### src/hdl/qeb_pkg.sv
// ----------------------------------------------------------------------------
// qeb_pkg
// Shared types, codes and the quadrature step table for the encoder block.
// ----------------------------------------------------------------------------
package qeb_pkg;

  // default widths and reset values
  localparam int unsigned HoldCountBitsDef = 16;
  localparam int unsigned CfgWidth         = 16;
  localparam logic [CfgWidth-1:0] LongPressTicksRst = 16'd500;

  // input event codes
  typedef enum logic [1:0] {
    OP_LEVEL_A = 2'd0,
    OP_LEVEL_B = 2'd1,
    OP_BUTTON  = 2'd2,
    OP_TICK    = 2'd3
  } op_e;

  // result event codes
  typedef enum logic [2:0] {
    EV_INC     = 3'd0,
    EV_DEC     = 3'd1,
    EV_PRESS   = 3'd2,
    EV_RELEASE = 3'd3,
    EV_LONG    = 3'd4
  } ev_e;

  // rotation direction of one phase step
  typedef enum logic [1:0] {
    DIR_NONE = 2'd0,
    DIR_UP   = 2'd1,
    DIR_DOWN = 2'd2
  } dir_e;

  // result of one processed item
  typedef struct packed {
    logic valid;
    ev_e  ev;
  } step_res_t;

  // old/new phase code to direction; no change and double steps give none
  function automatic dir_e step_dir(input logic [3:0] code);
    dir_e dir;
    case (code) inside
      4'b0010, 4'b0100, 4'b1011, 4'b1101: dir = DIR_UP;
      4'b0001, 4'b0111, 4'b1000, 4'b1110: dir = DIR_DOWN;
      default:                            dir = DIR_NONE;
    endcase
    return dir;
  endfunction

endpackage

### src/hdl/qeb_if.sv
// ----------------------------------------------------------------------------
// qeb_in_if / qeb_out_if
// Valid/ready channels for encoder events in and decoded results out.
// ----------------------------------------------------------------------------
interface qeb_in_if;
  logic       valid;
  logic       ready;
  logic [1:0] opcode;
  logic       level;

  modport source (output valid, output opcode, output level, input ready);
  modport sink   (input valid, input opcode, input level, output ready);
endinterface

interface qeb_out_if;
  logic       valid;
  logic       ready;
  logic [2:0] event_res;

  modport source (output valid, output event_res, input ready);
  modport sink   (input valid, input event_res, output ready);
endinterface

### src/hdl/quadrature_encoder_with_button_top.sv
// ----------------------------------------------------------------------------
// quadrature_encoder_with_button_top
// Quadrature encoder and push-button decoder with long-press detection.
// ----------------------------------------------------------------------------
// Takes one event per transfer (channel A level, channel B level, button level
// or a time tick) and gives at most one result (increase, decrease, pressed,
// released, long press). One item is taken every clock cycle while the output
// is not stalled; a result passes the input register, the single step stage
// and the result register, which lets the next item enter while a result
// waits to be taken. The user must write long_press_ticks through cfg_we_i and
// cfg_data_i only while the block is idle; the block does not enforce this.
module quadrature_encoder_with_button_top #(
  parameter int unsigned HoldCountBits = qeb_pkg::HoldCountBitsDef
) (
  input  logic                         clk_i,
  input  logic                         rst_ni,
  input  logic                         cfg_we_i,
  input  logic [qeb_pkg::CfgWidth-1:0] cfg_data_i,
  qeb_in_if.sink                       in_i,
  qeb_out_if.source                    out_o
);

  logic               in_valid_q;
  qeb_pkg::op_e       in_op_q;
  logic               in_level_q;
  logic               out_valid_q, out_valid_d;
  qeb_pkg::ev_e       out_ev_q;
  logic               adv;
  qeb_pkg::step_res_t res;

  // item leaves the input register when the result register can take it
  assign adv        = in_valid_q && (!out_valid_q || out_o.ready);
  assign in_i.ready = !in_valid_q || adv;

  // input register
  always_ff @(posedge clk_i or negedge rst_ni) begin
    if (!rst_ni) begin
      in_valid_q <= 1'b0;
    end else if (in_i.ready) begin
      in_valid_q <= in_i.valid;
    end
  end

  always_ff @(posedge clk_i) begin
    if (in_i.ready && in_i.valid) begin
      in_op_q    <= qeb_pkg::op_e'(in_i.opcode);
      in_level_q <= in_i.level;
    end
  end

  // step logic and state
  qeb_step #(
    .HoldCountBits(HoldCountBits)
  ) u_step (
    .clk_i      (clk_i),
    .rst_ni     (rst_ni),
    .cfg_we_i   (cfg_we_i),
    .cfg_data_i (cfg_data_i),
    .adv_i      (adv),
    .op_i       (in_op_q),
    .level_i    (in_level_q),
    .res_o      (res)
  );

  // result register
  always_comb begin
    if (adv) begin
      out_valid_d = res.valid;
    end else begin
      out_valid_d = out_valid_q && !out_o.ready;
    end
  end

  always_ff @(posedge clk_i or negedge rst_ni) begin
    if (!rst_ni) begin
      out_valid_q <= 1'b0;
    end else begin
      out_valid_q <= out_valid_d;
    end
  end

  always_ff @(posedge clk_i) begin
    if (adv && res.valid) begin
      out_ev_q <= res.ev;
    end
  end

  assign out_o.valid     = out_valid_q;
  assign out_o.event_res = out_ev_q;

endmodule

### src/hdl/qeb_step.sv
// ----------------------------------------------------------------------------
// qeb_step
// Decoder state, long-press register and the single-pass step logic.
// ----------------------------------------------------------------------------
module qeb_step #(
  parameter int unsigned HoldCountBits = qeb_pkg::HoldCountBitsDef
) (
  input  logic                          clk_i,
  input  logic                          rst_ni,
  input  logic                          cfg_we_i,
  input  logic [qeb_pkg::CfgWidth-1:0]  cfg_data_i,
  input  logic                          adv_i,
  input  qeb_pkg::op_e                  op_i,
  input  logic                          level_i,
  output qeb_pkg::step_res_t            res_o
);

  localparam int unsigned LimW =
    (HoldCountBits > qeb_pkg::CfgWidth) ? HoldCountBits : qeb_pkg::CfgWidth;
  localparam logic [HoldCountBits-1:0] CntMax = {HoldCountBits{1'b1}};
  localparam logic [LimW-1:0] CntMaxExt = LimW'(CntMax);

  logic [qeb_pkg::CfgWidth-1:0] ticks_q;
  logic                         level_a_q, level_a_d;
  logic                         level_b_q, level_b_d;
  logic [1:0]                   phase_q, phase_d;
  logic                         button_q, button_d;
  logic                         armed_q, armed_d;
  logic [HoldCountBits-1:0]     count_q, count_d;

  logic [1:0]                   new_phase;
  qeb_pkg::dir_e                dir;
  logic [LimW-1:0]              limit_raw;
  logic [LimW-1:0]              limit;
  logic [HoldCountBits-1:0]     count_inc;
  logic                         pressed;
  logic                         rot;

  // long-press limit: zero acts as one, saturate at counter maximum
  always_comb begin
    limit_raw = (ticks_q == '0) ? LimW'(1) : LimW'(ticks_q);
    limit     = (limit_raw > CntMaxExt) ? CntMaxExt : limit_raw;
    count_inc = (count_q != CntMax) ? count_q + HoldCountBits'(1) : count_q;
    pressed   = ~level_i;
  end

  // phase lookup for a channel change
  always_comb begin
    new_phase = (op_i == qeb_pkg::OP_LEVEL_A) ? {level_i, level_b_q} : {level_a_q, level_i};
    dir       = qeb_pkg::step_dir({phase_q, new_phase});
  end

  // next state and result for one item
  always_comb begin
    level_a_d = level_a_q;
    level_b_d = level_b_q;
    phase_d   = phase_q;
    button_d  = button_q;
    armed_d   = armed_q;
    count_d   = count_q;
    res_o     = '{valid: 1'b0, ev: qeb_pkg::EV_INC};
    rot       = 1'b0;
    unique case (op_i)
      qeb_pkg::OP_LEVEL_A: rot = (level_i != level_a_q);
      qeb_pkg::OP_LEVEL_B: rot = (level_i != level_b_q);
      qeb_pkg::OP_BUTTON: begin
        if (pressed != button_q) begin
          button_d  = pressed;
          res_o.valid = 1'b1;
          if (pressed) begin
            armed_d  = 1'b1;
            count_d  = '0;
            res_o.ev = qeb_pkg::EV_PRESS;
          end else begin
            armed_d  = 1'b0;
            res_o.ev = qeb_pkg::EV_RELEASE;
          end
        end
      end
      qeb_pkg::OP_TICK: begin
        if (armed_q) begin
          count_d = count_inc;
          if (LimW'(count_inc) >= limit) begin
            armed_d     = 1'b0;
            res_o.valid = 1'b1;
            res_o.ev    = qeb_pkg::EV_LONG;
          end
        end
      end
      default: ;
    endcase
    if (rot) begin
      phase_d   = new_phase;
      level_a_d = new_phase[1];
      level_b_d = new_phase[0];
      if (dir == qeb_pkg::DIR_UP) begin
        res_o.valid = 1'b1;
        res_o.ev    = qeb_pkg::EV_INC;
      end else if (dir == qeb_pkg::DIR_DOWN) begin
        res_o.valid = 1'b1;
        res_o.ev    = qeb_pkg::EV_DEC;
      end
    end
  end

  // configuration register
  always_ff @(posedge clk_i or negedge rst_ni) begin
    if (!rst_ni) begin
      ticks_q <= qeb_pkg::LongPressTicksRst;
    end else if (cfg_we_i) begin
      ticks_q <= cfg_data_i;
    end
  end

  // decoder state, updated when an item leaves the input register
  always_ff @(posedge clk_i or negedge rst_ni) begin
    if (!rst_ni) begin
      level_a_q <= 1'b0;
      level_b_q <= 1'b0;
      phase_q   <= 2'b00;
      button_q  <= 1'b0;
      armed_q   <= 1'b0;
      count_q   <= '0;
    end else if (adv_i) begin
      level_a_q <= level_a_d;
      level_b_q <= level_b_d;
      phase_q   <= phase_d;
      button_q  <= button_d;
      armed_q   <= armed_d;
      count_q   <= count_d;
    end
  end

  // phase always mirrors the stored channel levels
  a_phase_levels: assert property (@(posedge clk_i) disable iff (!rst_ni)
    phase_q == {level_a_q, level_b_q})
    else $error("phase out of step with channel levels");

  // counter only runs while the button is held
  a_armed_pressed: assert property (@(posedge clk_i) disable iff (!rst_ni)
    armed_q |-> button_q)
    else $error("long-press counter armed while released");

  // long press only comes from an armed counter
  a_long_armed: assert property (@(posedge clk_i) disable iff (!rst_ni)
    (adv_i && res_o.valid && res_o.ev == qeb_pkg::EV_LONG) |-> armed_q)
    else $error("long press without armed counter");

  // a press restarts the counter
  a_press_arms: assert property (@(posedge clk_i) disable iff (!rst_ni)
    (adv_i && res_o.valid && res_o.ev == qeb_pkg::EV_PRESS) |=>
      (armed_q && count_q == '0))
    else $error("press did not arm and clear the counter");

endmodule
### src/flat_wrapper.sv
// flat-port wrapper written by rule: the top's interface ports become plain ports
module quadrature_encoder_with_button_top_flat 
#(
  parameter int unsigned HoldCountBits = qeb_pkg::HoldCountBitsDef
)
  (clk_i, rst_ni, cfg_we_i, cfg_data_i, in_i_valid, in_i_opcode, in_i_level, in_i_ready, out_o_valid, out_o_event_res, out_o_ready);
  qeb_in_if in_i_i ();
  qeb_out_if out_o_i ();
  input  logic clk_i;
  input  logic rst_ni;
  input  logic cfg_we_i;
  input  logic [qeb_pkg::CfgWidth-1:0] cfg_data_i;
  input wire logic [$bits(in_i_i.valid)-1:0] in_i_valid;
  input wire logic [$bits(in_i_i.opcode)-1:0] in_i_opcode;
  input wire logic [$bits(in_i_i.level)-1:0] in_i_level;
  output wire logic [$bits(in_i_i.ready)-1:0] in_i_ready;
  output wire logic [$bits(out_o_i.valid)-1:0] out_o_valid;
  output wire logic [$bits(out_o_i.event_res)-1:0] out_o_event_res;
  input wire logic [$bits(out_o_i.ready)-1:0] out_o_ready;
  assign in_i_i.valid = in_i_valid;
  assign in_i_i.opcode = in_i_opcode;
  assign in_i_i.level = in_i_level;
  assign in_i_ready = in_i_i.ready;
  assign out_o_valid = out_o_i.valid;
  assign out_o_event_res = out_o_i.event_res;
  assign out_o_i.ready = out_o_ready;
  quadrature_encoder_with_button_top #(.HoldCountBits(HoldCountBits)) u_core (.clk_i(clk_i), .rst_ni(rst_ni), .cfg_we_i(cfg_we_i), .cfg_data_i(cfg_data_i), .in_i(in_i_i), .out_o(out_o_i));
endmodule
### config.mk
export PLATFORM = sky130hd
export DESIGN_NAME = quadrature_encoder_with_button_top_flat
export DESIGN_NICKNAME = d
export VERILOG_FILES = /design/src/hdl/qeb_pkg.sv /design/src/hdl/qeb_if.sv /design/src/hdl/quadrature_encoder_with_button_top.sv /design/src/hdl/qeb_step.sv /design/src/flat_wrapper.sv
export SDC_FILE = /design/constraint.sdc
export NUM_CORES = 1
export LEC_CHECK = 0
export ABC_AREA = 1
export BUFFER_PORTS_ARGS = -buffer_cell sky130_fd_sc_hd__buf_4
export CELL_PAD_IN_SITES_DETAIL_PLACEMENT = 0
export CELL_PAD_IN_SITES_GLOBAL_PLACEMENT = 1
export CORE_MARGIN = 5
export CORE_UTILIZATION = 43
export DETAILED_ROUTE_END_ITERATION = 10
export PLACE_DENSITY = 0.84
export SETUP_SLACK_MARGIN = 0.15
export SYNTH_ARGS = -nofsm -noshare
export SYNTH_HDL_FRONTEND = slang
export SYNTH_SLANG_ARGS = --single-unit
export TNS_END_PERCENT = 30
### constraint.sdc
create_clock -name clk_i -period 3.1 [get_ports clk_i]
set_clock_uncertainty 0.1 [all_clocks]
set_input_delay 0.62 -clock clk_i [delete_from_list [all_inputs] [get_ports clk_i]]
set_output_delay 0.62 -clock clk_i [all_outputs]
set_load 0.1 [all_outputs]
* Yosys cells after proc, flatten, opt, wreduce, memory -nomap -nowiden *
Cells that the tools add are included.

cells by class
  muxes and demuxes = 25
  bitwise logic cells = 1
  eq/ne operators = 20
  $add $sub $neg = 1
  magnitude comparators = 2
  reductions and logical operators = 18

operators by type and width
  kind                                                              number
  16-bit two-way mux                                                6
  16-bit case mux with 2 select lines                               1
  4-bit two-way mux                                                 6
  16-bit by 1-bit adder with 16-bit output (second input constant)  1
  4-bit == test (second input constant)                             4
  16-bit >= comparator                                              1
  16-bit greater-than comparator (second input constant)            1
  16-bit logical NOT                                                1
  16-bit inequality test (second input constant)                    1
  4-bit by 3-bit == test with 1-bit output (second input constant)  2
  4-bit case mux with 2 select lines                                1
  4-bit OR reduction                                                2
  2-bit == test (second input constant)                             3
  1-bit two-way mux                                                 6
  2-bit two-way mux                                                 3
  2-bit inequality test (second input constant)                     3
  3-bit AND reduction                                               2
  5-bit AND reduction                                               1
  2-bit by 1-bit == test with 1-bit output (second input constant)  2
  4-bit by 1-bit == test with 1-bit output (second input constant)  1
  4-bit by 2-bit == test with 1-bit output (second input constant)  1
  1-bit logical AND                                                 4
  1-bit case mux with 2 select lines                                2
  1-bit logical NOT                                                 3
  6 further kinds                                                   9

word-level totals
  bits in registers = 46
  output and inout port bits = 5
  logic and storage cells = 79
  input port bits = 24

* Depth between registers and ports, before layout *
  depth in word-level cells = 12
  depth in mapped cells = 23
  gate-level depth less buffers = 23

* Modules after synthesis *
From an unflattened synthesis, not the netlist that was laid out.

second synthesis, totals
  cells, all modules = 384
  area, all modules = 2842.7 µm²

modules (own cells, without submodules)
  module                              cells each  times used  area an instance (µm²)  sequential area each (µm²)
  qeb_step                            363         1           2553.7                  908.4
  quadrature_encoder_with_button_top  21          1           289.0                   230.2

* Worst setup path after synthesis *
Ideal clock, no wire load.

  kind = reg2reg
  start point = register u_core.out_valid_q (netlist: u_core.out_o.valid)
  end point = register u_core.in_level_q (enable)
  stages on the path, launching flop included = 4
  buffers on the path = 0
  data arrival time = 2.345 ns
  required time = 2.742 ns
  library setup time = 0.258 ns
  slack = 0.398 ns
  cells stage by stage = dfrtp_1 -> nand3_1 -> nand2_1 -> inv_1

on the way
  longest elaborated chain between the ends = 5

RTL lines
  element                 RTL line                                  RTL
  start, declared         quadrature_encoder_with_button_top.sv:26  logic out_valid_q, out_valid_d;
  start signal, assigned  quadrature_encoder_with_button_top.sv:78  out_valid_q <= out_valid_d;
  1-bit logical NOT       quadrature_encoder_with_button_top.sv:32  assign adv = in_valid_q && (!out_valid_q || out_o.ready);
  1-bit logical OR        quadrature_encoder_with_button_top.sv:32
  1-bit logical AND       quadrature_encoder_with_button_top.sv:32
  1-bit logical OR        quadrature_encoder_with_button_top.sv:33  assign in_i.ready = !in_valid_q || adv;
  via in_i_ready          flat_wrapper.sv:16                        output wire logic [$bits(in_i_i.ready)-1:0] in_i_ready;
  1-bit logical AND       quadrature_encoder_with_button_top.sv:45  if (in_i.ready && in_i.valid) begin
  end signal, assigned    quadrature_encoder_with_button_top.sv:47  in_level_q <= in_i.level;
  end, declared           quadrature_encoder_with_button_top.sv:25  logic in_level_q;

The timed path passes the listed nets, and every way through them passes these cells.
A chain may end at the register's enable or synchronous reset.

* Worst setup path after layout *
  start point = register u_core.u_step.count_q[0]
  end point = register u_core.out_ev_q[0] (netlist: u_core.out_o.event_res[0]) (enable)

on the way
  longest elaborated chain between the ends = 10
  elaborated cells between the ends (all ways) = 11
  classes of those cells = 1 x add/sub; 1 x order compare; 1 x eq/ne; 7 x mux; 1 x reduce/logical

RTL lines
  element                                                                                    RTL line                                  RTL
  start, declared                                                                            qeb_step.sv:29                            logic [HoldCountBits-1:0] count_q, count_d;
  start signal, assigned                                                                     qeb_step.sv:130                           count_q <= count_d;
  16-bit by 1-bit adder with 16-bit output / 16-bit inequality test (equally long branches)  qeb_step.sv:43                            count_inc = (count_q != CntMax) ? count_q + HoldCountBits'(1) : count_q;
  16-bit two-way mux (*)                                                                     qeb_step.sv:43
  16-bit >= comparator (*)                                                                   qeb_step.sv:83                            if (LimW'(count_inc) >= limit) begin
  4-bit two-way mux (*)                                                                      qeb_step.sv:83
  4-bit two-way mux (*)                                                                      qeb_step.sv:81                            if (armed_q) begin
  4-bit case mux with 2 select lines (*)                                                     qeb_step.sv:63                            unique case (op_i)
  4-bit two-way mux                                                                          qeb_step.sv:99                            end else if (dir == qeb_pkg::DIR_DOWN) begin
  4-bit two-way mux                                                                          qeb_step.sv:96                            if (dir == qeb_pkg::DIR_UP) begin
  4-bit two-way mux (*)                                                                      qeb_step.sv:92                            if (rot) begin
  1-bit logical AND (*)                                                                      quadrature_encoder_with_button_top.sv:83  if (adv && res.valid) begin
  end signal, assigned                                                                       quadrature_encoder_with_button_top.sv:84  out_ev_q <= res.ev;
  end, declared                                                                              quadrature_encoder_with_button_top.sv:27  qeb_pkg::ev_e out_ev_q;

Mark *: on every way between the ends. The rest lies on a longest branch, timed or not.

==> metrics.yaml <==
critical_path:
  worstPathRequired_ps: 3070
  path_class: "reg -> reg"
  rrSetupSlack_ps: 210
  crit_fanout: 7
  endpoint: "u_core.out_o.event_res[0]"
  crit_start: "u_core.u_step.count_q[0]"
  endpoint_kind: "register"
  r2r_end: "u_core.out_o.event_res[0]"
  cp.arrival_ps: 2860
  rr_startpoint: "u_core.u_step.count_q[0]"
  r2r_cells: 19
  cp-start-kind: "register"
clocking:
  cts_tree: "built"
  cts_buffer_depth: 2
  cts-root-buf: "clkbuf_8"
  insertion_delay_ps: 300
  clock-sinks: 44
  clkTransAtPathRegs_ps: 90
  cts_made_buffers: 5
  ctsHoldBuffers: 0
  htreeDepth: 2
die:
  die_w_um: 90.1
  pin_count: 29
  die_h_um: 90.1
  core.rowCount: 29
  fp.coreArea_um2: 6280
  initial_core_util: 0.439
  fp.dieArea_um2: 8110
final_layout:
  fin_util: 0.524
  drive_above_1_share: 0.253
  final_cell_mix: "nand2_1 (102), inv_1 (54), buf_4 (36), dfrtp_1 (32), o21ai_0 (27)"
  final_cells: 473
  nets: 437
  diodes: 0
  layout_commonest_cell: "nand2_1"
  syn2layout_area_growth_pct: 19.3
  design_area_um2: 3290
sta:
  whs_ps: 178
  setup_violations: 0
  period_share: 0.932
  hold_viol_final: 0
  max_freq_mhz: 346
  worst_pin_slew_ps: 729
  period_needed_ps: 2890
  rsz0062_at_grt: "true"
  timing.setup.tns_ps: 0
  relSlewSlack: 0.513
  setup_slack_ps: 212
  drv_slew: 0
placed_design:
  dpl_cell_area_um2: 3050
  dpl.hpwl_um: 4440
  dpl_worst_slack_ps: 138
  place_congestion: 0.849
  portBuffers: 28
  placed_cells: 459
routing:
  via_per_inst: 4.87
  vias: 2305
  drt_first_pass_iters: 4
  drc_errors: 0
  drtAntennaViolNets: 0
  wl_per_cell_um: 12.7
  wl_um: 5990
  drtIter0Drc: 166
flow_run:
  cap_violations: 0
yosys:
  avgSynthCellArea_um2: 7.72
  ys_seq_area_frac: 0.413
  synth-seq-cells: 44
  ys_warn_count: 0
  synthDistinctLibCells: 30
  syn-num-nets: 399
  synthCells: 357
  synth_area_um2: 2760
grt:
  grt_start_max_net_pins: 39
  grt_usage: 0.149
  antenna_found_initial: 0
  grt_pass1_wl_um: 10100
  grt-ovfl-total: 0
  first_global_vias: 2204
power_and_ir_drop:
  switchingPower_mw: 0.593
  p_seq_frac: 0.450
  p_int_mw: 0.995
  p_sw_frac: 0.374
  p_leak_nw: 1.63
  ir_worst_vdd_mv: 0.350
  p_comb_frac: 0.316
  clock_power_share: 0.234
  total_power_mw: 1.59
  p_per_area_nw_per_um2: 483
min_path:
  min_path_type: "in -> async"
outcome:
  outcome: "completed"
layout make-up:
cell class	instances	area [um^2]
fillers	593	2990
multi-input cells	249	1460
flip-flops and latches	44	1140
repair buffers	37	282
inverters	58	220
well taps	77	96.3
clock buffers	5	68.8
clock inverters	3	23.8
sequential cells by signal, summed over array words and instances, names as in the netlist:
signal	flops
u_core.u_step.level_a_q	1
u_core.u_step.armed_q	1
u_core.out_o.event_res	3
u_core.in_op_q	2
u_core.u_step.button_q	1
u_core.in_level_q	1
u_core.u_step.count_q	16
u_core.out_o.valid	1
u_core.u_step.ticks_q	16
u_core.u_step.phase_q	1
u_core.in_valid_q	1
synthesized netlist by cell type:
library cell	instances	area [um^2]
clkbuf_1	3	11.3
dfrtp_1	32	801
nor2_2	2	12.5
edfxtp_1	6	180
nor2_1	18	67.6
o21ai_1	2	10.0
a21oi_1	9	45.0
nand2_2	12	75.1
or2_0	1	6.26
inv_1	55	206
nor3_2	2	20.0
nor2_4	3	33.8
nand3_2	2	20.0
xnor2_1	1	8.76
nand2_1	106	398
o21ai_0	28	140
o211ai_1	1	7.51
buf_6	1	11.3
dfstp_2	6	158
o22ai_1	1	6.26
nand3b_1	1	7.51
xor2_1	6	52.6
nor3_1	6	30.0
o21ai_2	10	87.6
buf_2	2	10.0
nand3_1	11	55.1
o41ai_1	1	8.76
inv_2	3	11.3
nand4_1	8	50.1
ha_1	18	225
critical path, stage by stage (launching register included):
cell	delay [ps]
dfrtp_1	370
ha_2	220
nand2_4	70
nor2_4	130
nand3_2	90
nor2_4	150
nand2_2	90
nor2_4	160
inv_4	80
buf_6	150
nand2_4	80
ha_4	210
a21oi_2	110
o21ai_0	100
a21oi_1	180
nand2_2	90
nand2_2	70
nand2_1	60
nand2_2	70
inv_2	60
power by group through the flow:
stage	clock, mW	combinational [mW]	sequential, mW
after floorplan	0	0.272	0.797
after CTS	0.385	0.488	0.713
after detailed placement	0	0.465	0.730
after global placement	0	0.461	0.729
final	0.372	0.502	0.714
after global routing	0.409	0.568	0.723
routing by layer:
metal,up-vias,part of all wire,global-route usage
met2,50,0.45,0.235
met4,0,0.016,0.0471
met3,10,0.034,0.0267
met1,1035,0.50,0.207
met5,-,0,0
li1,1210,-,-
worst min path at each step:
stage / to / slack (ps)
floorplan: u_core.in_valid_q / 220
global placement: u_core.u_step.count_q[15] / 390
detailed placement: u_core.u_step.count_q[15] / 390
CTS: u_core.u_step.count_q[2] / 180
global route: u_core.u_step.ticks_q[10] / 210
finish: u_core.u_step.count_q[2] / 180
cell families (layout without fill, tap and decap cells):
logic type | count (synthesis) | count (layout) | share of synthesized area
and+or+nand+nor | 172 | 172 | 0.281
buffers and inverters | 64 | 103 | 0.0908
AOI/OAI and AO/OA | 52 | 52 | 0.111
DFF | 44 | 44 | 0.413
adders and majority gates | 18 | 18 | 0.0817
xor gates and xnor gates | 7 | 7 | 0.0222
timing repair:
item / in CTS / in global routing
hold endpoints to repair: 0 / 0
buffers inserted: 2 / 4
endpoints found under the setup margin: 3 / 4
pin swaps: 0 / 12
gates resized for setup: 2 / 19
Power figures use the tool's default switching activity.
